## src/rtl/tcw_pkg.sv

```systemverilog
// Shared types, constants and helpers of the text console writer.
package tcw_pkg;

  localparam int unsigned CHAR_W    = 8;
  localparam int unsigned ATTR_W    = 8;
  localparam int unsigned CELL_W    = 16;
  localparam int unsigned INDEX_W   = 11;
  localparam int unsigned ROW_OUT_W = 5;
  localparam int unsigned COL_OUT_W = 7;

  localparam logic              OP_PUT       = 1'b0;
  localparam logic              OP_READ      = 1'b1;
  localparam logic [CHAR_W-1:0] NEWLINE_CODE = 8'd10;
  localparam logic [CHAR_W-1:0] BLANK_CHAR   = 8'h20;
  localparam logic [ATTR_W-1:0] RESET_COLOR  = 8'h07;

  typedef enum logic [1:0] {
    ST_CLEAR,
    ST_IDLE,
    ST_SCROLL,
    ST_DONE
  } tcw_state_e;

  typedef struct packed {
    logic we;
    logic re;
  } mem_ctl_t;

  function automatic logic [CELL_W-1:0] form_cell(input logic [CHAR_W-1:0] ch,
                                                  input logic [ATTR_W-1:0] attr);
    return {attr, ch};
  endfunction

endpackage

```

## src/rtl/tcw_if.sv

```systemverilog
// Request and response channel interfaces of the text console writer.
interface tcw_req_if;
  logic                         valid;
  logic                         ready;
  logic                         opcode;
  logic [tcw_pkg::CHAR_W-1:0]   char_code;
  logic [tcw_pkg::INDEX_W-1:0]  cell_index;

  modport source (output valid, output opcode, output char_code, output cell_index,
                  input ready);
  modport sink (input valid, input opcode, input char_code, input cell_index,
                output ready);
endinterface

interface tcw_rsp_if;
  logic                          valid;
  logic                          ready;
  logic [tcw_pkg::CELL_W-1:0]    cell_value;
  logic [tcw_pkg::ROW_OUT_W-1:0] cursor_row;
  logic [tcw_pkg::COL_OUT_W-1:0] cursor_column;
  logic                          scrolled;

  modport source (output valid, output cell_value, output cursor_row,
                  output cursor_column, output scrolled, input ready);
  modport sink (input valid, input cell_value, input cursor_row,
                input cursor_column, input scrolled, output ready);
endinterface

```

## src/rtl/tcw_ctrl.sv

```systemverilog
// Sequencer: cursor, color register, clear and scroll sweeps, response register.
module tcw_ctrl #(
  parameter int unsigned COLUMNS = 80,
  parameter int unsigned ROWS    = 25,
  parameter int unsigned AW      = 11
) (
  input  logic                        clk_i,
  input  logic                        rst_ni,
  input  logic                        cfg_we_i,
  input  logic [tcw_pkg::ATTR_W-1:0]  cfg_wdata_i,
  tcw_req_if.sink                     req_i,
  tcw_rsp_if.source                   rsp_o,
  output tcw_pkg::mem_ctl_t           mem_ctl_o,
  output logic [AW-1:0]               mem_waddr_o,
  output logic [tcw_pkg::CELL_W-1:0]  mem_wdata_o,
  output logic [AW-1:0]               mem_raddr_o,
  input  logic [tcw_pkg::CELL_W-1:0]  mem_rdata_i
);
  import tcw_pkg::*;

  localparam int unsigned CELLS = ROWS * COLUMNS;
  localparam int unsigned NW    = $clog2(CELLS + 1);
  localparam int unsigned RW    = $clog2(ROWS);
  localparam int unsigned CW    = $clog2(COLUMNS);

  localparam logic [NW-1:0] CELLS_N    = NW'(CELLS);
  localparam logic [NW-1:0] CLEAR_LAST = NW'(CELLS - 1);
  localparam logic [NW-1:0] SHIFT_N    = NW'(CELLS - COLUMNS);
  localparam logic [NW-1:0] COLS_N     = NW'(COLUMNS);
  localparam logic [RW:0]   ROWS_R     = (RW + 1)'(ROWS);
  localparam logic [RW-1:0] LAST_ROW   = RW'(ROWS - 1);
  localparam logic [CW:0]   COLS_C     = (CW + 1)'(COLUMNS);
  localparam logic [AW-1:0] COLS_A     = AW'(COLUMNS);

  tcw_state_e        state_q, state_d;
  logic [NW-1:0]     cnt_q, cnt_d;
  logic [RW-1:0]     row_q, row_d;
  logic [CW-1:0]     col_q, col_d;
  logic [ATTR_W-1:0] color_q;
  logic              rd_q, rd_d;
  logic              rng_q, rng_d;
  logic              scr_q, scr_d;
  logic              rsp_valid_q, rsp_valid_d;
  logic              rsp_load;

  logic [CELL_W-1:0]    val_q;
  logic [ROW_OUT_W-1:0] row_out_q;
  logic [COL_OUT_W-1:0] col_out_q;
  logic                 scr_out_q;

  logic              accept;
  logic              is_nl;
  logic [CW:0]       col_inc;
  logic [RW:0]       row_inc;
  logic [RW:0]       row_wrap;
  logic              wrap;
  logic              ovf;
  logic [AW-1:0]     put_addr;
  logic              in_rng;
  logic [NW-1:0]     cnt_prev;

  assign req_i.ready = (state_q == ST_IDLE);
  assign accept      = req_i.valid && req_i.ready;
  assign rsp_load    = (state_q == ST_DONE) && (!rsp_valid_q || rsp_o.ready);

  assign is_nl    = (req_i.char_code == NEWLINE_CODE);
  assign col_inc  = {1'b0, col_q} + (CW + 1)'(1);
  assign row_inc  = {1'b0, row_q} + (RW + 1)'(1);
  assign wrap     = is_nl || (col_inc >= COLS_C);
  assign row_wrap = wrap ? row_inc : {1'b0, row_q};
  assign ovf      = (row_wrap >= ROWS_R);
  assign put_addr = AW'(row_q) * COLS_A + AW'(col_q);
  assign in_rng   = (32'(req_i.cell_index) < 32'(CELLS));
  assign cnt_prev = cnt_q - NW'(1);

  always_comb begin
    state_d = state_q;
    unique case (state_q)
      ST_CLEAR: begin
        if (cnt_q == CLEAR_LAST) state_d = ST_IDLE;
      end
      ST_IDLE: begin
        if (accept) begin
          if (req_i.opcode == OP_PUT && ovf) state_d = ST_SCROLL;
          else state_d = ST_DONE;
        end
      end
      ST_SCROLL: begin
        if (cnt_q == CELLS_N) state_d = ST_DONE;
      end
      ST_DONE: begin
        if (rsp_load) state_d = ST_IDLE;
      end
    endcase
  end

  always_comb begin
    cnt_d       = cnt_q;
    row_d       = row_q;
    col_d       = col_q;
    rd_d        = rd_q;
    rng_d       = rng_q;
    scr_d       = scr_q;
    mem_ctl_o   = '0;
    mem_waddr_o = AW'(cnt_q);
    mem_wdata_o = form_cell(BLANK_CHAR, RESET_COLOR);
    mem_raddr_o = AW'(req_i.cell_index);
    unique case (state_q)
      ST_CLEAR: begin
        mem_ctl_o.we = 1'b1;
        cnt_d        = (cnt_q == CLEAR_LAST) ? '0 : cnt_q + NW'(1);
      end
      ST_IDLE: begin
        if (accept) begin
          if (req_i.opcode == OP_READ) begin
            mem_ctl_o.re = 1'b1;
            rd_d         = 1'b1;
            rng_d        = in_rng;
            scr_d        = 1'b0;
          end else begin
            mem_ctl_o.we = !is_nl;
            mem_waddr_o  = put_addr;
            mem_wdata_o  = form_cell(req_i.char_code, color_q);
            rd_d         = 1'b0;
            rng_d        = 1'b0;
            scr_d        = ovf;
            col_d        = wrap ? '0 : col_inc[CW-1:0];
            row_d        = ovf ? LAST_ROW : row_wrap[RW-1:0];
            cnt_d        = '0;
          end
        end
      end
      ST_SCROLL: begin
        mem_ctl_o.re = (cnt_q < SHIFT_N);
        mem_raddr_o  = AW'(cnt_q + COLS_N);
        mem_ctl_o.we = (cnt_q != '0);
        mem_waddr_o  = AW'(cnt_prev);
        mem_wdata_o  = (cnt_q <= SHIFT_N) ? mem_rdata_i : form_cell(BLANK_CHAR, color_q);
        cnt_d        = (cnt_q == CELLS_N) ? '0 : cnt_q + NW'(1);
      end
      ST_DONE: begin
      end
    endcase
  end

  always_comb begin
    rsp_valid_d = rsp_valid_q;
    if (rsp_o.ready) rsp_valid_d = 1'b0;
    if (rsp_load) rsp_valid_d = 1'b1;
  end

  always_ff @(posedge clk_i or negedge rst_ni) begin
    if (!rst_ni) begin
      state_q     <= ST_CLEAR;
      cnt_q       <= '0;
      row_q       <= '0;
      col_q       <= '0;
      color_q     <= RESET_COLOR;
      rd_q        <= 1'b0;
      rng_q       <= 1'b0;
      scr_q       <= 1'b0;
      rsp_valid_q <= 1'b0;
    end else begin
      state_q     <= state_d;
      cnt_q       <= cnt_d;
      row_q       <= row_d;
      col_q       <= col_d;
      rd_q        <= rd_d;
      rng_q       <= rng_d;
      scr_q       <= scr_d;
      rsp_valid_q <= rsp_valid_d;
      if (cfg_we_i) color_q <= cfg_wdata_i;
    end
  end

  always_ff @(posedge clk_i) begin
    if (rsp_load) begin
      val_q     <= (rd_q && rng_q) ? mem_rdata_i : '0;
      row_out_q <= ROW_OUT_W'(row_q);
      col_out_q <= COL_OUT_W'(col_q);
      scr_out_q <= scr_q;
    end
  end

  assign rsp_o.valid         = rsp_valid_q;
  assign rsp_o.cell_value    = val_q;
  assign rsp_o.cursor_row    = row_out_q;
  assign rsp_o.cursor_column = col_out_q;
  assign rsp_o.scrolled      = scr_out_q;

endmodule

```

## src/flat_wrapper.sv

```systemverilog
// flat-port wrapper written by rule: the top's interface ports become plain ports
module tcw_ctrl_flat import tcw_pkg::*;
#(
  parameter int unsigned COLUMNS = 80,
  parameter int unsigned ROWS    = 25,
  parameter int unsigned AW      = 11
)
  (clk_i, rst_ni, cfg_we_i, cfg_wdata_i, mem_ctl_o, mem_waddr_o, mem_wdata_o, mem_raddr_o, mem_rdata_i, req_i_valid, req_i_opcode, req_i_char_code, req_i_cell_index, req_i_ready, rsp_o_valid, rsp_o_cell_value, rsp_o_cursor_row, rsp_o_cursor_column, rsp_o_scrolled, rsp_o_ready);
  tcw_req_if req_i_i ();
  tcw_rsp_if rsp_o_i ();
  input  logic clk_i;
  input  logic rst_ni;
  input  logic cfg_we_i;
  input  logic [tcw_pkg::ATTR_W-1:0] cfg_wdata_i;
  output tcw_pkg::mem_ctl_t mem_ctl_o;
  output logic [AW-1:0] mem_waddr_o;
  output logic [tcw_pkg::CELL_W-1:0] mem_wdata_o;
  output logic [AW-1:0] mem_raddr_o;
  input  logic [tcw_pkg::CELL_W-1:0] mem_rdata_i;
  input wire logic [$bits(req_i_i.valid)-1:0] req_i_valid;
  input wire logic [$bits(req_i_i.opcode)-1:0] req_i_opcode;
  input wire logic [$bits(req_i_i.char_code)-1:0] req_i_char_code;
  input wire logic [$bits(req_i_i.cell_index)-1:0] req_i_cell_index;
  output wire logic [$bits(req_i_i.ready)-1:0] req_i_ready;
  output wire logic [$bits(rsp_o_i.valid)-1:0] rsp_o_valid;
  output wire logic [$bits(rsp_o_i.cell_value)-1:0] rsp_o_cell_value;
  output wire logic [$bits(rsp_o_i.cursor_row)-1:0] rsp_o_cursor_row;
  output wire logic [$bits(rsp_o_i.cursor_column)-1:0] rsp_o_cursor_column;
  output wire logic [$bits(rsp_o_i.scrolled)-1:0] rsp_o_scrolled;
  input wire logic [$bits(rsp_o_i.ready)-1:0] rsp_o_ready;
  assign req_i_i.valid = req_i_valid;
  assign req_i_i.opcode = req_i_opcode;
  assign req_i_i.char_code = req_i_char_code;
  assign req_i_i.cell_index = req_i_cell_index;
  assign req_i_ready = req_i_i.ready;
  assign rsp_o_valid = rsp_o_i.valid;
  assign rsp_o_cell_value = rsp_o_i.cell_value;
  assign rsp_o_cursor_row = rsp_o_i.cursor_row;
  assign rsp_o_cursor_column = rsp_o_i.cursor_column;
  assign rsp_o_scrolled = rsp_o_i.scrolled;
  assign rsp_o_i.ready = rsp_o_ready;
  tcw_ctrl #(.COLUMNS(COLUMNS), .ROWS(ROWS), .AW(AW)) u_core (.clk_i(clk_i), .rst_ni(rst_ni), .cfg_we_i(cfg_we_i), .cfg_wdata_i(cfg_wdata_i), .req_i(req_i_i), .rsp_o(rsp_o_i), .mem_ctl_o(mem_ctl_o), .mem_waddr_o(mem_waddr_o), .mem_wdata_o(mem_wdata_o), .mem_raddr_o(mem_raddr_o), .mem_rdata_i(mem_rdata_i));
endmodule
```

## config.mk

```make
export PLATFORM = sky130hd
export DESIGN_NAME = tcw_ctrl_flat
export DESIGN_NICKNAME = d
export VERILOG_FILES = /design/src/rtl/tcw_pkg.sv /design/src/rtl/tcw_if.sv /design/src/rtl/tcw_ctrl.sv /design/src/flat_wrapper.sv
export SDC_FILE = /design/constraint.sdc
export NUM_CORES = 1
export LEC_CHECK = 0
export ABC_AREA = 1
export BUFFER_PORTS_ARGS = -buffer_cell sky130_fd_sc_hd__buf_4
export CAP_MARGIN = 30
export CORE_MARGIN = 1
export CORE_UTILIZATION = 48
export DETAILED_ROUTE_END_ITERATION = 6
export PLACE_DENSITY = 0.74
export SLEW_MARGIN = 30
export SYNTH_ARGS = -nofsm -noshare
export SYNTH_HDL_FRONTEND = slang
export SYNTH_SLANG_ARGS = --single-unit
```

## constraint.sdc

```tcl
create_clock -name clk_i -period 2.7 [get_ports clk_i]
set_clock_uncertainty 0.1 [all_clocks]
set_input_delay 0.54 -clock clk_i [delete_from_list [all_inputs] [get_ports clk_i]]
set_output_delay 0.54 -clock clk_i [all_outputs]
set_load 0.1 [all_outputs]
```

==> impl_metrics.csv <==
group,metric,value,unit
status,outcome,"finished with violations",
floorplan,pin_count,120,
place,port_buffers,119,
setup_path,cp_max_fo,3,
floorplan,floorplan.die_area,9420,sq um
setup_path,cp.required,2.06,ns
setup_path,critical_path.startpoint_type,"flop",
global_route,grt_remaining_overflow,0,
sta,fin_crit,3.34,ns
worst_hold_path,hold_path_class,"primary input to async pin",
clocking,insertion_delay,0.36,ns
synthesis,yosys_warnings,0,
setup_path,reg_to_reg_slack_setup,0.11,ns
global_route,antenna_found_initial,0,
final_layout,layout_common_cells,"135 x sky130_fd_sc_hd__buf_4, 95 x sky130_fd_sc_hd__nand2_1, 63 x sky130_fd_sc_hd__inv_1",
setup_path,critPathLaunch,"u_core.row_q[2]",
setup_path,crit_top_cell,"sky130_fd_sc_hd__ha_4",
route,drt-wirelength-per-cell,18.8,um
clocking,cts_inserted_buffers,9,
route,drc_errors,0,
place,gp_congestion,0.891,
status,violations,"setup timing",
clocking,numClockSinks,66,
setup_path,critical_path_buf_inv_count,2,
synthesis,mappedNetlistArea,4340,sq um
setup_path,path_depth,10,
final_layout,final-instance-count-excl-fill,841,
sta,slew_viol_final,0,
setup_path,cpMaxStageDelayCell,"sky130_fd_sc_hd__fa_2",
setup_path,critical-path-max-stage-delay,0.57,ns
clocking,cts.clk_slew.worst_paths,0.07,ns
synthesis,postSynthAreaPerCell,7.88,sq um
global_route,grt_pass1_vias,4800,
route,detail_route.vias_per_cell,5.65,
floorplan,initial_core_util,49.8,%
clocking,cts.hold.buffers_added,0,
synthesis,netlist-cell-type-count,48,
sta,fmax,0.299,GHz
setup_path,crit_path_end_kind,"output pin",
place,place_hpwl,9910,um
place,placed_cells_incl_taps,804,
final_layout,final_util,83.5,%
floorplan,chipHeight,97.1,um
global_route,grt_start_max_net_pins,38,
final_layout,area_overhead_vs_synth,67.8,%
sta,share_of_the_cycle_needed_by_the_critical_path_after_routing,124,%
sta,rsz0062_at_grt,"true",
sta,slew_headroom,54.1,%
clocking,tritoncts,"built",
floorplan,die-width,97.1,um
route,routed_wire_length,15800,um
setup_path,worstPathCellList,"ha_4 -> ha_4 -> fa_2 -> inv_1 -> nor2_1 -> xor2_1 -> nand2_1 -> a32oi_2 -> o21ai_4 -> buf_12",
route,dr.pass1.iters,5,
run,max_cap_violations,0,
synthesis,synthArstFlopShare,56.1,%
final_layout,design.final.nets,800,
route,routed-via-count,4754,
setup_path,worst_path_dominant_cell_family,"adder cells",
final_layout,mostFrequentLayoutCell,"sky130_fd_sc_hd__buf_4",
synthesis,synth_seq_area_share,41.5,%
floorplan,floorplan.core_area,8720,sq um
synthesis,synthesis.nets,623,
sta,hold_viol,0,
final_layout,post_route_cells_drive_above_1_share,48.4,%
route,drtIter0Drc,375,
synthesis,synth_seq_cells,66,
synthesis,synthCells,551,
clocking,cts.path.max_buffers,2,
synthesis,synth_edf_count,29,
clocking,clock_tree.root_cell,"sky130_fd_sc_hd__clkbuf_8",
setup_path,setup.worst_path.end,"mem_waddr_o[9]",
setup_path,rr_worst_depth,15,
global_route,track_usage,32.7,%
clocking,cts_htree_levels,3,
sta,worst_pin_slew,0.683,ns
floorplan,std_cell_rows,34,
setup_path,timing.setup.critical_path_class,"flop to output pin",
synthesis,synth-main-ff-cell,"sky130_fd_sc_hd__dfrtp_1",
global_route,grt_pass1_wl,24300,um
setup_path,launching_point_of_the_worst_reg2reg_path,"u_core.cnt_q[0]",
sta,final.setup.worst_slack,-0.640,ns
final_layout,antenna_cells,0,
setup_path,crit_arrival,2.70,ns
setup_path,timing.rr.end,"u_core.cnt_q[9]",
sta,finalSetupViolations,21,
route,ant_nets,0,
cell usage after synthesis, types with 3 or more instances:
cell | instances | share of area [%]
sky130_fd_sc_hd__dfrtp_1 | 34 | 20
sky130_fd_sc_hd__mux2_2 | 5 | 1.3
sky130_fd_sc_hd__nor2_4 | 3 | 0.78
sky130_fd_sc_hd__clkbuf_1 | 11 | 0.95
sky130_fd_sc_hd__inv_1 | 73 | 6.3
sky130_fd_sc_hd__nor3_1 | 6 | 0.69
sky130_fd_sc_hd__nand3_1 | 22 | 2.5
sky130_fd_sc_hd__nor2_1 | 64 | 5.5
sky130_fd_sc_hd__dfstp_2 | 3 | 1.8
sky130_fd_sc_hd__nand2_4 | 3 | 0.78
sky130_fd_sc_hd__nand4_1 | 4 | 0.58
sky130_fd_sc_hd__o2111ai_1 | 3 | 0.61
sky130_fd_sc_hd__nand2_1 | 123 | 11
sky130_fd_sc_hd__o21ai_0 | 35 | 4.0
sky130_fd_sc_hd__ha_1 | 21 | 6.1
sky130_fd_sc_hd__o22ai_1 | 8 | 1.2
sky130_fd_sc_hd__a22oi_1 | 3 | 0.52
sky130_fd_sc_hd__inv_2 | 5 | 0.43
sky130_fd_sc_hd__a21oi_1 | 33 | 3.8
sky130_fd_sc_hd__xnor2_1 | 3 | 0.61
sky130_fd_sc_hd__xor2_1 | 9 | 1.8
sky130_fd_sc_hd__edfxtp_1 | 29 | 20
sky130_fd_sc_hd__nor2_2 | 5 | 0.72
sky130_fd_sc_hd__o221ai_1 | 3 | 0.61
sky130_fd_sc_hd__o21bai_1 | 3 | 0.52
sky130_fd_sc_hd__nand2_2 | 6 | 0.87
sky130_fd_sc_hd__a31oi_1 | 5 | 0.72
logic make-up after synthesis:
| kind of cell | Yosys count | share of synthesized area [%] |
|---|---|---|
| DFF | 66 | 41.5 |
| and+or+nand+nor | 242 | 24.4 |
| muxes | 5 | 1.30 |
| AOI/OAI and AO/OA | 106 | 14.6 |
| adders and majority gates | 23 | 6.98 |
| buffers and inverters | 97 | 8.85 |
| xor gates and xnor gates | 12 | 2.42 |
per-layer routing:
layer  GRT usage, %  vias up  share of wire (%)  wire length (um)
met1           38.8     2291                 39              6110
met4           15.6        0                3.9               616
met3           5.54       62                5.4               844
li1               -     2173                  -                 -
met2           57.4      228                 52              8210
met5              0        -                  0                 0
cell type report:
| type | instances | area [sq um] |
|---|---|---|
| repair buffers | 184 | 1840 |
| clock buffers | 10 | 128 |
| fillers | 452 | 1440 |
| inverters | 79 | 309 |
| well taps | 108 | 135 |
| multi-input cells | 388 | 3020 |
| flip-flops and latches | 66 | 1800 |
| clock inverters | 6 | 57.6 |
what timing repair did:
| item | in CTS | in global routing |
|---|---|---|
| buffers inserted | 18 | 5 |
| gates resized for setup | 134 | 38 |
| pin swaps | 28 | 7 |
| setup endpoints to repair | 30 | 33 |
| gates cloned | 0 | 1 |
registers in the layout, summed over array words and instances (netlist names):
register and cells:
u_core.cnt_q 11, u_core.col_q 7, u_core.color_q 8, u_core.rd_q 1
u_core.rng_q 1, u_core.row_q 5, u_core.rsp_o.cell_value 16, u_core.rsp_o.cursor_column 7
u_core.rsp_o.cursor_row 5, u_core.rsp_o.scrolled 1, u_core.rsp_o.valid 1, u_core.scr_q 1
u_core.state_q 2
stage by stage:
stage | cell area, sq um | TNS, ns | hold slack (ns) | setup WS, ns
after global placement | 6200 | -0.671 | 0.345 | -0.259
after floorplan | 4960 | -3.48 | 0.144 | -0.383
final | 7280 | -5.34 | 0.0387 | -0.640
after detailed placement | 6200 | -0.900 | 0.351 | -0.391
after global routing | 7280 | -6.91 | 0.0676 | -0.719
after CTS | 7080 | -3.87 | 0.0462 | -0.639
worst min path at each step:
stage | from | endpoint | slack [ns] | cells past startpoint
floorplan | rst_ni | u_core.cnt_q[0] | 0.14 | 0
global placement | u_core.scr_q | u_core.rsp_o.scrolled | 0.34 | 0
detailed placement | u_core.scr_q | u_core.rsp_o.scrolled | 0.35 | 0
CTS | rst_ni | u_core.cnt_q[4] | 0.05 | 1
global route | rst_ni | u_core.cnt_q[4] | 0.07 | 1
finish | rst_ni | u_core.cnt_q[4] | 0.04 | 1
Power is left out: the tool's default activity adds up to more than one toggle a clock period on the data nets, which glitch-free logic cannot reach.
